[config.mk]
export PLATFORM = sky130hd
export DESIGN_NAME = lux_from_two_channel_counts
export DESIGN_NICKNAME = d
export VERILOG_FILES = /design/src/rtl/lftcc_pkg.sv /design/src/rtl/lftcc_classify.sv /design/src/rtl/lftcc_div_cell.sv /design/src/rtl/lftcc_interp.sv /design/src/rtl/lftcc_formula.sv /design/src/rtl/lux_from_two_channel_counts.sv
export VERILOG_INCLUDE_DIRS = /design/src /design/src/rtl
export SDC_FILE = /design/constraint.sdc
export NUM_CORES = 2
export LEC_CHECK = 0
export ABC_AREA = 1
export BUFFER_PORTS_ARGS = -buffer_cell sky130_fd_sc_hd__buf_2
export CORE_MARGIN = 2
export CORE_UTILIZATION = 25
export CTS_BUF_LIST = sky130_fd_sc_hd__clkbuf_16
export CTS_CLUSTER_DIAMETER = 100
export DETAILED_ROUTE_END_ITERATION = 10
export GPL_ROUTABILITY_DRIVEN = 0
export GPL_TIMING_DRIVEN = 0
export PLACE_DENSITY = 0.45
export SYNTH_ARGS = -nofsm -noshare
export SYNTH_HDL_FRONTEND = slang
export SYNTH_SLANG_ARGS = --single-unit
[constraint.sdc]
create_clock -name clk_i -period 12.97 [get_ports clk_i]
set_input_delay 1.9455 -clock clk_i [delete_from_list [all_inputs] [get_ports clk_i]]
set_output_delay 1.9455 -clock clk_i [all_outputs]
set_load 0.1 [all_outputs]
[src/rtl/assert_macros.svh]
// ----------------------------------------------------------------------------
// Assertion macros
// Shared concurrent assertion forms for the lux calculation block.
// ----------------------------------------------------------------------------
`ifndef ASSERT_MACROS_SVH
`define ASSERT_MACROS_SVH

// Implication checked at every rising clock edge outside reset.
`define ASSERT_IMPLIES(label, clk, rst_n, ante, cons) \
  label: assert property (@(posedge clk) disable iff (!(rst_n)) (ante) |-> (cons)) \
    else $error("implication check failed");

// Condition that must hold at every rising clock edge outside reset.
`define ASSERT_ALWAYS(label, clk, rst_n, cond) \
  label: assert property (@(posedge clk) disable iff (!(rst_n)) (cond)) \
    else $error("invariant check failed");

`endif

[src/rtl/lftcc_pkg.sv]
// ----------------------------------------------------------------------------
// Lux calculation package
// Types, coefficients, region codes and the power table of the lux block.
// ----------------------------------------------------------------------------
package lftcc_pkg;

  localparam int unsigned RATIO_FRAC_BITS_DEF = 12;
  localparam int unsigned LUX_FRAC_BITS = 10;
  localparam int unsigned CNT_W = 16;
  localparam int unsigned LUX_W = 21;
  localparam int unsigned ACC_W = 28;
  localparam int unsigned TAB_W = 16;
  localparam int unsigned TAB_DEPTH = 129;
  localparam int unsigned COEF_W = 12;

  localparam logic [LUX_W-1:0] LUX_MAX = {LUX_W{1'b1}};

  localparam logic [2:0] REG_ZERO = 3'd0;
  localparam logic [2:0] REG_LOW = 3'd1;
  localparam logic [2:0] REG_MID = 3'd2;
  localparam logic [2:0] REG_HIGH = 3'd3;
  localparam logic [2:0] REG_TOP = 3'd4;
  localparam logic [2:0] REG_OVER = 3'd5;

  localparam logic [COEF_W-1:0] C1_B = 12'd1992;
  localparam logic [COEF_W-1:0] C1_P = 12'd4063;
  localparam logic [COEF_W-1:0] C2_B = 12'd1468;
  localparam logic [COEF_W-1:0] C2_I = 12'd2032;
  localparam logic [COEF_W-1:0] C3_B = 12'd839;
  localparam logic [COEF_W-1:0] C3_I = 12'd1003;
  localparam logic [COEF_W-1:0] C4_B = 12'd96;
  localparam logic [COEF_W-1:0] C4_I = 12'd79;

  typedef struct packed {
    logic [CNT_W-1:0] broadband_count;
    logic [CNT_W-1:0] infrared_count;
  } lftcc_in_t;

  typedef struct packed {
    logic [LUX_W-1:0] lux_q10;
    logic [2:0]       formula_region;
  } lftcc_out_t;

  typedef struct packed {
    logic             vld;
    logic [2:0]       region;
    logic [CNT_W-1:0] broad;
    logic [CNT_W-1:0] ir;
  } lftcc_ctx_t;

  typedef logic [TAB_W-1:0] lftcc_tab_t [TAB_DEPTH];

  // Nearest integer to 65536 * (k/256)^1.4, found by a binary search on
  // (2t-1)^5 <= 2^29 * k^7.
  function automatic logic [TAB_W-1:0] pow_entry(input int unsigned k);
    logic [95:0] lim;
    logic [95:0] u;
    logic [95:0] u5;
    int unsigned lo;
    int unsigned hi;
    int unsigned mid;
    lim = 96'd1;
    lo = 1;
    hi = 32767;
    if (k == 0) begin
      return '0;
    end
    for (int i = 0; i < 7; i++) begin
      lim = lim * 96'(k);
    end
    lim = lim << 29;
    for (int it = 0; it < 16; it++) begin
      if (lo < hi) begin
        mid = (lo + hi + 1) >> 1;
        u = 96'(2 * mid - 1);
        u5 = u * u * u * u * u;
        if (u5 <= lim) begin
          lo = mid;
        end else begin
          hi = mid - 1;
        end
      end
    end
    return TAB_W'(lo);
  endfunction

  function automatic lftcc_tab_t build_pow_table();
    lftcc_tab_t tab;
    for (int k = 0; k < TAB_DEPTH; k++) begin
      tab[k] = pow_entry(k);
    end
    return tab;
  endfunction

  localparam lftcc_tab_t POW_TABLE = build_pow_table();

endpackage

[src/rtl/lftcc_classify.sv]
// ----------------------------------------------------------------------------
// Region classifier
// Picks the formula region by exact cross-multiplied compares and loads the
// first remainder of the ratio divider.
// ----------------------------------------------------------------------------
module lftcc_classify (
  input  logic                      clk_i,
  input  logic                      rst_ni,
  input  logic                      vld_i,
  input  lftcc_pkg::lftcc_in_t      item_i,
  output lftcc_pkg::lftcc_ctx_t     ctx_o,
  output logic [lftcc_pkg::CNT_W-1:0] rem_o
);

  lftcc_pkg::lftcc_ctx_t ctx_d, ctx_q;
  logic [lftcc_pkg::CNT_W-1:0] rem_d, rem_q;
  logic [23:0] b_w, i_w;

  assign b_w = 24'(item_i.broadband_count);
  assign i_w = 24'(item_i.infrared_count);

  always_comb begin
    ctx_d.vld = vld_i;
    ctx_d.broad = item_i.broadband_count;
    ctx_d.ir = item_i.infrared_count;
    if (b_w == 24'd0) begin
      ctx_d.region = lftcc_pkg::REG_ZERO;
    end else if ((i_w << 1) <= b_w) begin
      ctx_d.region = lftcc_pkg::REG_LOW;
    end else if (i_w * 24'd100 <= b_w * 24'd61) begin
      ctx_d.region = lftcc_pkg::REG_MID;
    end else if (i_w * 24'd5 <= b_w * 24'd4) begin
      ctx_d.region = lftcc_pkg::REG_HIGH;
    end else if (i_w * 24'd10 <= b_w * 24'd13) begin
      ctx_d.region = lftcc_pkg::REG_TOP;
    end else begin
      ctx_d.region = lftcc_pkg::REG_OVER;
    end
    rem_d = (ctx_d.region == lftcc_pkg::REG_LOW) ? item_i.infrared_count : '0;
  end

  always_ff @(posedge clk_i or negedge rst_ni) begin
    if (!rst_ni) begin
      ctx_q <= '0;
    end else begin
      ctx_q <= ctx_d;
    end
  end

  always_ff @(posedge clk_i) begin
    rem_q <= rem_d;
  end

  assign ctx_o = ctx_q;
  assign rem_o = rem_q;

endmodule

[src/rtl/lftcc_div_cell.sv]
// ----------------------------------------------------------------------------
// Divider cell
// One restoring-division step: settles one quotient bit of the ratio and
// hands remainder, partial quotient and beat context to the next cell.
// ----------------------------------------------------------------------------
module lftcc_div_cell #(
  parameter int unsigned QW  = lftcc_pkg::RATIO_FRAC_BITS_DEF,
  parameter int unsigned BIT = 0
) (
  input  logic                        clk_i,
  input  logic                        rst_ni,
  input  lftcc_pkg::lftcc_ctx_t       ctx_i,
  input  logic [lftcc_pkg::CNT_W-1:0] rem_i,
  input  logic [QW-1:0]               quo_i,
  output lftcc_pkg::lftcc_ctx_t       ctx_o,
  output logic [lftcc_pkg::CNT_W-1:0] rem_o,
  output logic [QW-1:0]               quo_o
);

  localparam int unsigned CW = lftcc_pkg::CNT_W;

  lftcc_pkg::lftcc_ctx_t ctx_q;
  logic [CW:0]   shifted, trial;
  logic          fits;
  logic [CW-1:0] rem_d, rem_q;
  logic [QW-1:0] quo_d, quo_q;

  always_comb begin
    shifted = {rem_i, 1'b0};
    trial = shifted - {1'b0, ctx_i.broad};
    fits = shifted >= {1'b0, ctx_i.broad};
    rem_d = fits ? trial[CW-1:0] : shifted[CW-1:0];
    quo_d = quo_i;
    quo_d[BIT] = fits;
  end

  always_ff @(posedge clk_i or negedge rst_ni) begin
    if (!rst_ni) begin
      ctx_q <= '0;
    end else begin
      ctx_q <= ctx_i;
    end
  end

  always_ff @(posedge clk_i) begin
    rem_q <= rem_d;
    quo_q <= quo_d;
  end

  assign ctx_o = ctx_q;
  assign rem_o = rem_q;
  assign quo_o = quo_q;

endmodule

[src/rtl/lftcc_interp.sv]
// ----------------------------------------------------------------------------
// Power term interpolator
// Looks up ratio^1.4 in the Q16 table and interpolates linearly on the low
// ratio bits, over two register stages.
// ----------------------------------------------------------------------------
module lftcc_interp #(
  parameter int unsigned RATIO_FRAC_BITS = lftcc_pkg::RATIO_FRAC_BITS_DEF
) (
  input  logic                        clk_i,
  input  logic                        rst_ni,
  input  lftcc_pkg::lftcc_ctx_t       ctx_i,
  input  logic [RATIO_FRAC_BITS-1:0]  ratio_i,
  output lftcc_pkg::lftcc_ctx_t       ctx_o,
  output logic [lftcc_pkg::TAB_W-1:0] pow_o
);

  localparam int unsigned S  = RATIO_FRAC_BITS - 8;
  localparam int unsigned FW = (S == 0) ? 1 : S;
  localparam int unsigned TW = lftcc_pkg::TAB_W;
  localparam int unsigned PW = TW + FW;

  logic [7:0]    k, k1;
  logic [FW-1:0] frac_d, frac_q;
  logic [TW-1:0] t0_d, t0_q, t1, dlt_d, dlt_q;
  logic [PW-1:0] prod;
  logic [TW-1:0] pow_d, pow_q;
  lftcc_pkg::lftcc_ctx_t ctx_a_q, ctx_b_q;

  assign k = ratio_i[RATIO_FRAC_BITS-1:S];
  assign k1 = k + 8'd1;

  if (S == 0) begin : g_nofrac
    assign frac_d = '0;
  end else begin : g_frac
    assign frac_d = ratio_i[FW-1:0];
  end

  always_comb begin
    if (k[7]) begin
      t0_d = lftcc_pkg::POW_TABLE[lftcc_pkg::TAB_DEPTH-1];
      t1 = t0_d;
    end else begin
      t0_d = lftcc_pkg::POW_TABLE[k];
      t1 = lftcc_pkg::POW_TABLE[k1];
    end
    dlt_d = t1 - t0_d;
  end

  always_comb begin
    prod = PW'(dlt_q) * PW'(frac_q);
    pow_d = t0_q + TW'(prod >> S);
  end

  always_ff @(posedge clk_i or negedge rst_ni) begin
    if (!rst_ni) begin
      ctx_a_q <= '0;
      ctx_b_q <= '0;
    end else begin
      ctx_a_q <= ctx_i;
      ctx_b_q <= ctx_a_q;
    end
  end

  always_ff @(posedge clk_i) begin
    t0_q <= t0_d;
    dlt_q <= dlt_d;
    frac_q <= frac_d;
    pow_q <= pow_d;
  end

  assign ctx_o = ctx_b_q;
  assign pow_o = pow_q;

endmodule

[src/rtl/lftcc_formula.sv]
// ----------------------------------------------------------------------------
// Formula evaluator
// Forms the region's positive and negative terms, then rounds, clamps and
// saturates the difference into the output register.
// ----------------------------------------------------------------------------
module lftcc_formula (
  input  logic                        clk_i,
  input  logic                        rst_ni,
  input  lftcc_pkg::lftcc_ctx_t       ctx_i,
  input  logic [lftcc_pkg::TAB_W-1:0] pow_i,
  output lftcc_pkg::lftcc_out_t       result_o,
  output logic                        result_valid_o
);

  localparam int unsigned AW = lftcc_pkg::ACC_W;
  localparam int unsigned SH = 16 - lftcc_pkg::LUX_FRAC_BITS;
  localparam logic [AW:0] HALF = (SH == 0) ? '0 : (AW+1)'(1) << (SH - 1);

  lftcc_pkg::lftcc_ctx_t ctx_c_q, ctx_d_q, ctx_e_q;
  logic [31:0]   bp_d, bp_q;
  logic [43:0]   scaled;
  logic [AW-1:0] pos_d, pos_q, neg_d, neg_q, diff;
  logic [AW:0]   rounded;
  logic [AW:0]   shifted;
  lftcc_pkg::lftcc_out_t res_d, res_q;

  assign bp_d = 32'(ctx_i.broad) * 32'(pow_i);

  always_comb begin
    scaled = 44'(bp_q) * 44'(lftcc_pkg::C1_P) + 44'd32768;
    case (ctx_c_q.region)
      lftcc_pkg::REG_LOW: begin
        pos_d = AW'(ctx_c_q.broad) * AW'(lftcc_pkg::C1_B);
        neg_d = AW'(scaled >> 16);
      end
      lftcc_pkg::REG_MID: begin
        pos_d = AW'(ctx_c_q.broad) * AW'(lftcc_pkg::C2_B);
        neg_d = AW'(ctx_c_q.ir) * AW'(lftcc_pkg::C2_I);
      end
      lftcc_pkg::REG_HIGH: begin
        pos_d = AW'(ctx_c_q.broad) * AW'(lftcc_pkg::C3_B);
        neg_d = AW'(ctx_c_q.ir) * AW'(lftcc_pkg::C3_I);
      end
      lftcc_pkg::REG_TOP: begin
        pos_d = AW'(ctx_c_q.broad) * AW'(lftcc_pkg::C4_B);
        neg_d = AW'(ctx_c_q.ir) * AW'(lftcc_pkg::C4_I);
      end
      default: begin
        pos_d = '0;
        neg_d = '0;
      end
    endcase
  end

  always_comb begin
    diff = pos_q - neg_q;
    rounded = {1'b0, diff} + HALF;
    shifted = rounded >> SH;
    res_d.formula_region = ctx_d_q.region;
    if (pos_q <= neg_q) begin
      res_d.lux_q10 = '0;
    end else if (shifted > (AW+1)'(lftcc_pkg::LUX_MAX)) begin
      res_d.lux_q10 = lftcc_pkg::LUX_MAX;
    end else begin
      res_d.lux_q10 = shifted[lftcc_pkg::LUX_W-1:0];
    end
  end

  always_ff @(posedge clk_i or negedge rst_ni) begin
    if (!rst_ni) begin
      ctx_c_q <= '0;
      ctx_d_q <= '0;
      ctx_e_q <= '0;
    end else begin
      ctx_c_q <= ctx_i;
      ctx_d_q <= ctx_c_q;
      ctx_e_q <= ctx_d_q;
    end
  end

  always_ff @(posedge clk_i) begin
    bp_q <= bp_d;
    pos_q <= pos_d;
    neg_q <= neg_d;
    res_q <= res_d;
  end

  assign result_o = res_q;
  assign result_valid_o = ctx_e_q.vld;

endmodule

[src/rtl/lux_from_two_channel_counts.sv]
// ----------------------------------------------------------------------------
// Two-channel lux calculator
// Converts a broadband and infrared count pair into Q10 lux and a region code.
//
//   channel | handshake            | payload
//   --------+----------------------+---------------------------------
//   input   | start && !busy       | item_i   (broadband, infrared)
//   result  | result_valid_o       | result_o (lux_q10, formula_region)
//
// A new beat is taken every cycle; busy never rises.
// A result appears after its beat has passed one divider cell per ratio bit
// plus six arithmetic stages, all registered and none stalled.
// Reset clears the beat context of every stage; the data registers need none.
// The result strobe lasts one cycle and cannot be stalled.
// ----------------------------------------------------------------------------
`include "assert_macros.svh"

module lux_from_two_channel_counts #(
  parameter int unsigned RATIO_FRAC_BITS = lftcc_pkg::RATIO_FRAC_BITS_DEF
) (
  input  logic                  clk_i,
  input  logic                  rst_ni,
  input  logic                  start,
  output logic                  busy,
  input  lftcc_pkg::lftcc_in_t  item_i,
  output lftcc_pkg::lftcc_out_t result_o,
  output logic                  result_valid_o
);

  localparam int unsigned QW  = RATIO_FRAC_BITS;
  localparam int unsigned LAT = RATIO_FRAC_BITS + 6;

  lftcc_pkg::lftcc_ctx_t       ctx_c [QW+1];
  logic [lftcc_pkg::CNT_W-1:0] rem_c [QW+1];
  logic [QW-1:0]               quo_c [QW+1];
  lftcc_pkg::lftcc_ctx_t       ctx_p;
  logic [lftcc_pkg::TAB_W-1:0] pow;
  logic                        dark_region;

  assign busy = 1'b0;
  assign quo_c[0] = '0;

  assign dark_region = (result_o.formula_region == lftcc_pkg::REG_ZERO) ||
                       (result_o.formula_region == lftcc_pkg::REG_OVER);

  lftcc_classify u_classify (
    .clk_i  (clk_i),
    .rst_ni (rst_ni),
    .vld_i  (start && !busy),
    .item_i (item_i),
    .ctx_o  (ctx_c[0]),
    .rem_o  (rem_c[0])
  );

  for (genvar i = 0; i < QW; i++) begin : g_cell
    lftcc_div_cell #(
      .QW  (QW),
      .BIT (QW - 1 - i)
    ) u_cell (
      .clk_i  (clk_i),
      .rst_ni (rst_ni),
      .ctx_i  (ctx_c[i]),
      .rem_i  (rem_c[i]),
      .quo_i  (quo_c[i]),
      .ctx_o  (ctx_c[i+1]),
      .rem_o  (rem_c[i+1]),
      .quo_o  (quo_c[i+1])
    );
  end

  lftcc_interp #(
    .RATIO_FRAC_BITS (RATIO_FRAC_BITS)
  ) u_interp (
    .clk_i   (clk_i),
    .rst_ni  (rst_ni),
    .ctx_i   (ctx_c[QW]),
    .ratio_i (quo_c[QW]),
    .ctx_o   (ctx_p),
    .pow_o   (pow)
  );

  lftcc_formula u_formula (
    .clk_i          (clk_i),
    .rst_ni         (rst_ni),
    .ctx_i          (ctx_p),
    .pow_i          (pow),
    .result_o       (result_o),
    .result_valid_o (result_valid_o)
  );

  `ASSERT_IMPLIES(a_result_follows, clk_i, rst_ni, start && !busy, ##LAT result_valid_o)
  `ASSERT_IMPLIES(a_no_spurious, clk_i, rst_ni, !start, ##LAT !result_valid_o)
  `ASSERT_IMPLIES(a_dark_zero, clk_i, rst_ni, result_valid_o && dark_region, result_o.lux_q10 == '0)

endmodule
==> After elaboration in Yosys (flattened, before gate mapping) <==
Memories as Yosys holds them, arrays and structs flattened.
Index checks and enable logic that the tools add are counted.
W data, S select, Z words.
{ "classes": {"bitwise": 2, "mul": 15, "n_reduce_logical": 1, "add_sub_neg": 17, "n_lt_le_gt_ge": 20, "muxes": 25, "eq_ne": 5} }
{ "op_table": {"columns": ["operator", "count"], "rows": [
  ["$mux W16", 17],
  ["$ge A17 B16 Y1", 12],
  ["$sub A16 B16 Y16", 12],
  ["$pmux W28 S4", 1],
  ["$pmux W27 S4", 1],
  ["$mul A16 B10 Y26 const B", 2],
  ["$le A24 B24 Y1", 2],
  ["$mul A16 B7 Y23 const B", 2],
  ["$add A44 B16 Y44 const B", 1],
  ["$mul A32 B12 Y44 const B", 1],
  ["$mul A16 B3 Y19 const B", 2],
  ["$mul A16 B16 Y32", 1],
  ["$add A28 B6 Y29 const B", 1],
  ["$le A27 B28 Y1", 1],
  ["$sub A27 B28 Y28", 1],
  ["$mul A16 B9 Y25 const B", 1],
  ["$le A24 B18 Y1", 1],
  ["$logic_not A24 Y1", 1],
  ["$mul A16 B8 Y24 const B", 1],
  ["$gt A23 B21 Y1 const B", 1],
  ["$mul A16 B6 Y22 const B", 1],
  ["$mul A16 B5 Y21 const B", 1],
  ["$mux W21", 1],
  ["$mul A16 B4 Y20", 1],
  ["other kinds (12)", 19]
]} }
{ "totals": {"rom_bits": 8192, "regBits": 1014, "memories": 2, "in_bits": 35, "wordCells": 198, "output_inout_bits": 26} }
{ "memory_table": {"columns": ["name", "depth", "width", "read_ports", "rd_ports_with_merged_regs", "wr", "line", "source"], "rows": [
  ["(name not given)", 256, 16, 1, 0, 0, "lftcc_interp.sv:43", "t0_d = lftcc_pkg::POW_TABLE[k];"],
  ["(name not given)", 256, 16, 1, 0, 0, "lftcc_interp.sv:44", "t1 = lftcc_pkg::POW_TABLE[k1];"]
]} }

==> Longest topological paths before layout <==
{ "depth": {"ltp_word": 8, "depth_mapped": 28, "ltp_nobuf": 28} }

==> By module <==
Synthesis repeated with hierarchy kept, for this count alone.
{ "unflattened": {"cells_unflattened": 11704, "area_unflattened_um2": 94451.8} }
{ "modules_own_cells": {"columns": ["module", "area_each_um2", "cells_per_inst", "instances", "seq_area_each_um2"], "rows": [
  ["lftcc_formula", 41265.8, 5142, 1, 3248.1],
  ["lftcc_div_cell", 2787.7, 324, 12, 1461.4],
  ["lftcc_interp", 10747.8, 1628, 1, 2822.7],
  ["lftcc_classify", 8974.9, 1044, 1, 1221.2],
  ["lux_from_two_channel_counts", 11.3, 2, 1, 0.0]
]} }

==> Worst setup path after synthesis <==
Ideal clock, no wire load.
{ "synth_timing": {"path_kind": "input to register", "startpoint": "in item_i[17] (netlist bit)", "endpoint": "reg u_classify.ctx_q, in the netlist u_classify.ctx_o[34]", "setup_time_ns": 0.117, "arrival_ns": 6.020, "stages": 25, "required_time_ns": 12.853, "path_slack_ns": 6.832, "n_path_buf": 0, "cell_sequence": "inv_1 fa_1 inv_1 fa_1 inv_1 fa_1 inv_1 ha_1 nand3b_1 and2_1 o221ai_1 nand3_1 nand2_1 a31oi_1 o21ai_0 xnor2_1 ha_1 nand2_1 nor2_1 a211oi_1 o211ai_1 nor2_1 nand2_1 nand3_1 nor2_1"} }
{ "synth_lines": {"columns": ["element", "line", "source"], "rows": [
  ["start: declaration", "lux_from_two_channel_counts.sv:25", "input lftcc_pkg::lftcc_in_t item_i,"],
  ["end signal: assignment", "lftcc_classify.sv:46", "ctx_q <= ctx_d;"],
  ["end: declaration", "lftcc_classify.sv:15", "lftcc_pkg::lftcc_ctx_t ctx_d, ctx_q;"]
]} }

==> Worst setup path after layout <==
{ "layout_timing": {"startpoint": "reg u_interp.ctx_b_q, in the netlist u_interp.ctx_o[23]", "endpoint": "reg u_formula.bp_q[31]"} }
{ "layout_between": {"elab_chain_cells": 1} }
{ "layout_lines": {"columns": ["element", "line", "source"], "rows": [
  ["start: declaration", "lftcc_interp.sv:27", "lftcc_pkg::lftcc_ctx_t ctx_a_q, ctx_b_q;"],
  ["start signal: assignment", "lftcc_interp.sv:60", "ctx_b_q <= ctx_a_q;"],
  ["$mul A16 B16 Y32", "lftcc_formula.sv:27", "assign bp_d = 32'(ctx_i.broad) * 32'(pow_i);"],
  ["via u_formula.bp_d[31]", "lftcc_formula.sv:20", "logic [31:0] bp_d, bp_q;"],
  ["end signal: assignment", "lftcc_formula.sv:82", "bp_q <= bp_d;"],
  ["end: declaration", "lftcc_formula.sv:20", null]
]} }
The timed path passes the listed nets, and every way through them passes these cells.
A chain may end at the register's enable or synchronous reset.

==> results.json <==
{
  "worst-r2r-cell-count": 23,
  "holdBufCountCts": 0,
  "yosys.area.top_type": "fa_1",
  "ys_seq_elements": 1013,
  "crit_type": "flop to flop",
  "grt_pass1_vias": 65170,
  "yosys_most_used_dff": "dfrtp_1",
  "cp.arrival_ns": 8.17,
  "dp_cells": 14360,
  "cts-resized-gates": 0,
  "wirelength_um": 237200,
  "yosysTopAreaCellShare_pct": 19.32,
  "crit_chain": "clkbuf_1 -> clkbuf_1 -> nand2_1 -> fa_1 -> inv_1 -> fa_1 -> inv_1 -> fa_1 -> inv_1 -> fa_1 -> inv_1 -> fa_1 -> inv_1 -> fa_1 -> ha_1 -> nand2_1 -> nor4_1 -> nand4_1 -> nand3_1 -> a21o_1 -> a21boi_0 -> o21ai_0 -> xor2_1",
  "setup_viol": 0,
  "syn2layout_area_growth_pct": 11.61,
  "timing.rr.start": "u_interp.ctx_o[23]",
  "top_usage_layer": "met2",
  "end_kind": "flop",
  "fmax_ghz": 0.1326,
  "row_count": 214,
  "gr-total-overflow": 0,
  "met2_usage_pct": 22.91,
  "cts_inserted_buffers": 114,
  "vias_per_cell": 4.356,
  "max_stage_delay_ns": 0.70,
  "startpoint": "u_interp.ctx_o[23]",
  "crit_fanout": 10,
  "synth_edf_count": 0,
  "worstSkewPairLatency_ns": 0.74,
  "antenna_found_initial": 8,
  "cp-start-kind": "flop",
  "tightest_slew_ns": 1.276,
  "grt.total_usage_pct": 13.70,
  "post-synth-top-count-cell": "inv_1",
  "min_period_over_period_pct": 58.14,
  "drtPass1Iterations": 6,
  "min_from": "g_cell[11].u_cell.ctx_o[0]",
  "drt_iter0_drc": 4261,
  "yosysWarnings": 0,
  "fin_worst_skew_ns": 0.05944,
  "rsz0062_at_grt": "no",
  "cts_tree": "done",
  "port-buffer-count": 59,
  "cts_setup_buffers": 0,
  "htreeDepth": 3,
  "avgSynthCellArea_um2": 8.710,
  "io_pins": 61,
  "core_area_mm2": 0.3390,
  "synthTopCellsByCount": "1996 x inv_1, 1617 x nand2_1, 1111 x ha_1, 820 x fa_1, 678 x a21oi_1",
  "drc": 0,
  "hold_depth": 0,
  "layout_min_cycle_time_ns": 7.540,
  "nFillCells": 36760,
  "crit_required_ns": 13.60,
  "root_buffer": "clkbuf_16",
  "grt_pass1_wl_um": 374000,
  "start_util_pct": 25.07,
  "clock_sinks": 1013,
  "seq_area_frac_synth_pct": 27.29,
  "crit_top_cell": "fa_1",
  "nNetsFinal": 11910,
  "ant_nets": 0,
  "hpwl_um": 196200,
  "synthesis.area_mm2": 0.08498,
  "async_reset_ff_share_pct": 57.35,
  "hold_viol": 0,
  "grt_max_degree": 123,
  "dieHeight_um": 587.0,
  "synth_cell_type_count": 65,
  "synth_area_leaders": "fa_1 19%, dfrtp_1 17%, ha_1 16%, dfxtp_1 10%, inv_1 8.8%",
  "met3_usage_pct": 1.558,
  "routedWlPerCell_um": 16.27,
  "status": "complete, no violations",
  "cap_viol_max_count": 0,
  "gr-usage-met1_pct": 18.70,
  "cp_slowest_cell": "clkbuf_1",
  "fp.dieW_um": 587.0,
  "multi_input_area_mm2": 0.05358,
  "syn_inst": 9756,
  "vias": 63510,
  "slew_headroom_pct": 14.45,
  "slew_violations": 0,
  "seq_area_mm2": 0.02319,
  "min_path_type": "flop to flop",
  "drive_gt1_share_pct": 3.317,
  "die_area_mm2": 0.3446,
  "clk_pin_slew_ns": 0.06,
  "cts.path.max_buffers": 3,
  "fin_cells": 14580
}
-- final timing paths --
path | to | slack [ns]
max reg2reg | u_formula.bp_q[31] | 5.43
max | u_formula.bp_q[31] | 5.43
min in group asynchronous | g_cell[3].u_cell.ctx_o[31] | 1.15
min | u_interp.ctx_a_q[0] | 0.31
min reg2reg | u_interp.ctx_a_q[0] | 0.31
max in group asynchronous | g_cell[11].u_cell.ctx_o[33] | 9.36
-- layout by cell type (no fill, tap or decap), types with 18 or more instances in the layout --
master     Yosys  layout
nand3_1      247     247
o21ai_0      556     556
dfrtp_1      581     581
o211ai_1      43      43
clkinv_1      11      37
a21boi_0      25      25
nor2_1       490     490
a211oi_1      27      27
inv_1       1996    2019
nand4_1      101     101
buf_2         15      73
nor4_1        20      20
xnor2_1      150     150
nand2_1     1617    1617
a21oi_1      678     678
nand3b_1      21      21
a31oi_1       40      40
fa_1         820     820
o21a_1        18      18
o21bai_1      41      41
clkbuf_16      0     117
dfxtp_1      432     432
o221ai_1      27      27
o2111ai_1     31      31
o31ai_1       22      22
or2_2         28      28
nor3_1        88      85
clkbuf_1     145     145
ha_1        1111    1111
nor2_2        19      19
xor2_1       177     177
a21o_1        38      38
-- layer usage --
layer  part of all wire (%)  vias to the layer above
li1                       -                    31530
met1                     46                    30230
met3                    4.3                      375
met2                     47                     1377
met4                    2.7                        0
met5                      0                        -
-- through the flow --
step / setup TNS [ns] / hold slack [ns] / area [µm²] / setup slack [ns] / util, %
after global placement: -1663.61 / 0.3103 / 90950 / -3.065 / 26.83
after floorplan: 0 / 0.3096 / 84980 / 6.832 / -
after detailed placement: 0 / 0.3121 / 91130 / 5.420 / 26.88
after global routing: 0 / 0.3080 / 94830 / 5.034 / 27.98
final: 0 / 0.3123 / 94840 / 5.430 / 27.98
after CTS: 0 / 0.3113 / 94830 / 5.381 / 27.97
-- area by class of cell --
class	count	share of cell area (%)
clock buffer	117	3.087
multi-input combinational	6565	56.49
tap	4536	5.984
timing repair buffer	66	0.4908
sequential	1013	24.45
antenna	5	0.01319
buffer	169	0.7216
inverter	2010	7.955
clock inverter	98	0.8074
-- cells by family (layout without fill, tap and decap cells) --
group | after synthesis | in the layout | share of synthesized area, %
and+or+nand+nor | 2669 | 2669 | 13.05
buffers and inverters | 2179 | 2460 | 9.684
adders and majority gates | 1931 | 1931 | 35.68
AOI/OAI and AO/OA | 1634 | 1634 | 10.89
DFF | 1013 | 1013 | 27.29
xor gates and xnor gates | 329 | 329 | 3.409
other | 1 | 7 | 0.004413
-- critical path, delay by kind of cell, from the launching register on --
kind                       cells  cell delay, ns
adders and majority gates      7            3.55
buffers and inverters          7            1.35
and+or+nand+nor                5            1.16
AOI/OAI and AO/OA              3            0.61
DFF                            1            0.54
xor gates and xnor gates       1            0.22
-- sequential cells by signal (all words and copies together), names as in the netlist, 27 cells and up --
register / flops
u_formula.bp_q: 32
u_formula.neg_q: 28
u_interp.ctx_o: 36
g_cell.u_cell.rem_o: 176
u_formula.ctx_c_q: 36
u_formula.pos_q: 27
g_cell.u_cell.quo_o: 78
u_classify.ctx_o: 36
g_cell.u_cell.ctx_o: 432
u_interp.ctx_a_q: 36
Power is not shown: default switching activity piles up to over one toggle a cycle in this logic, so the estimate is an artifact.
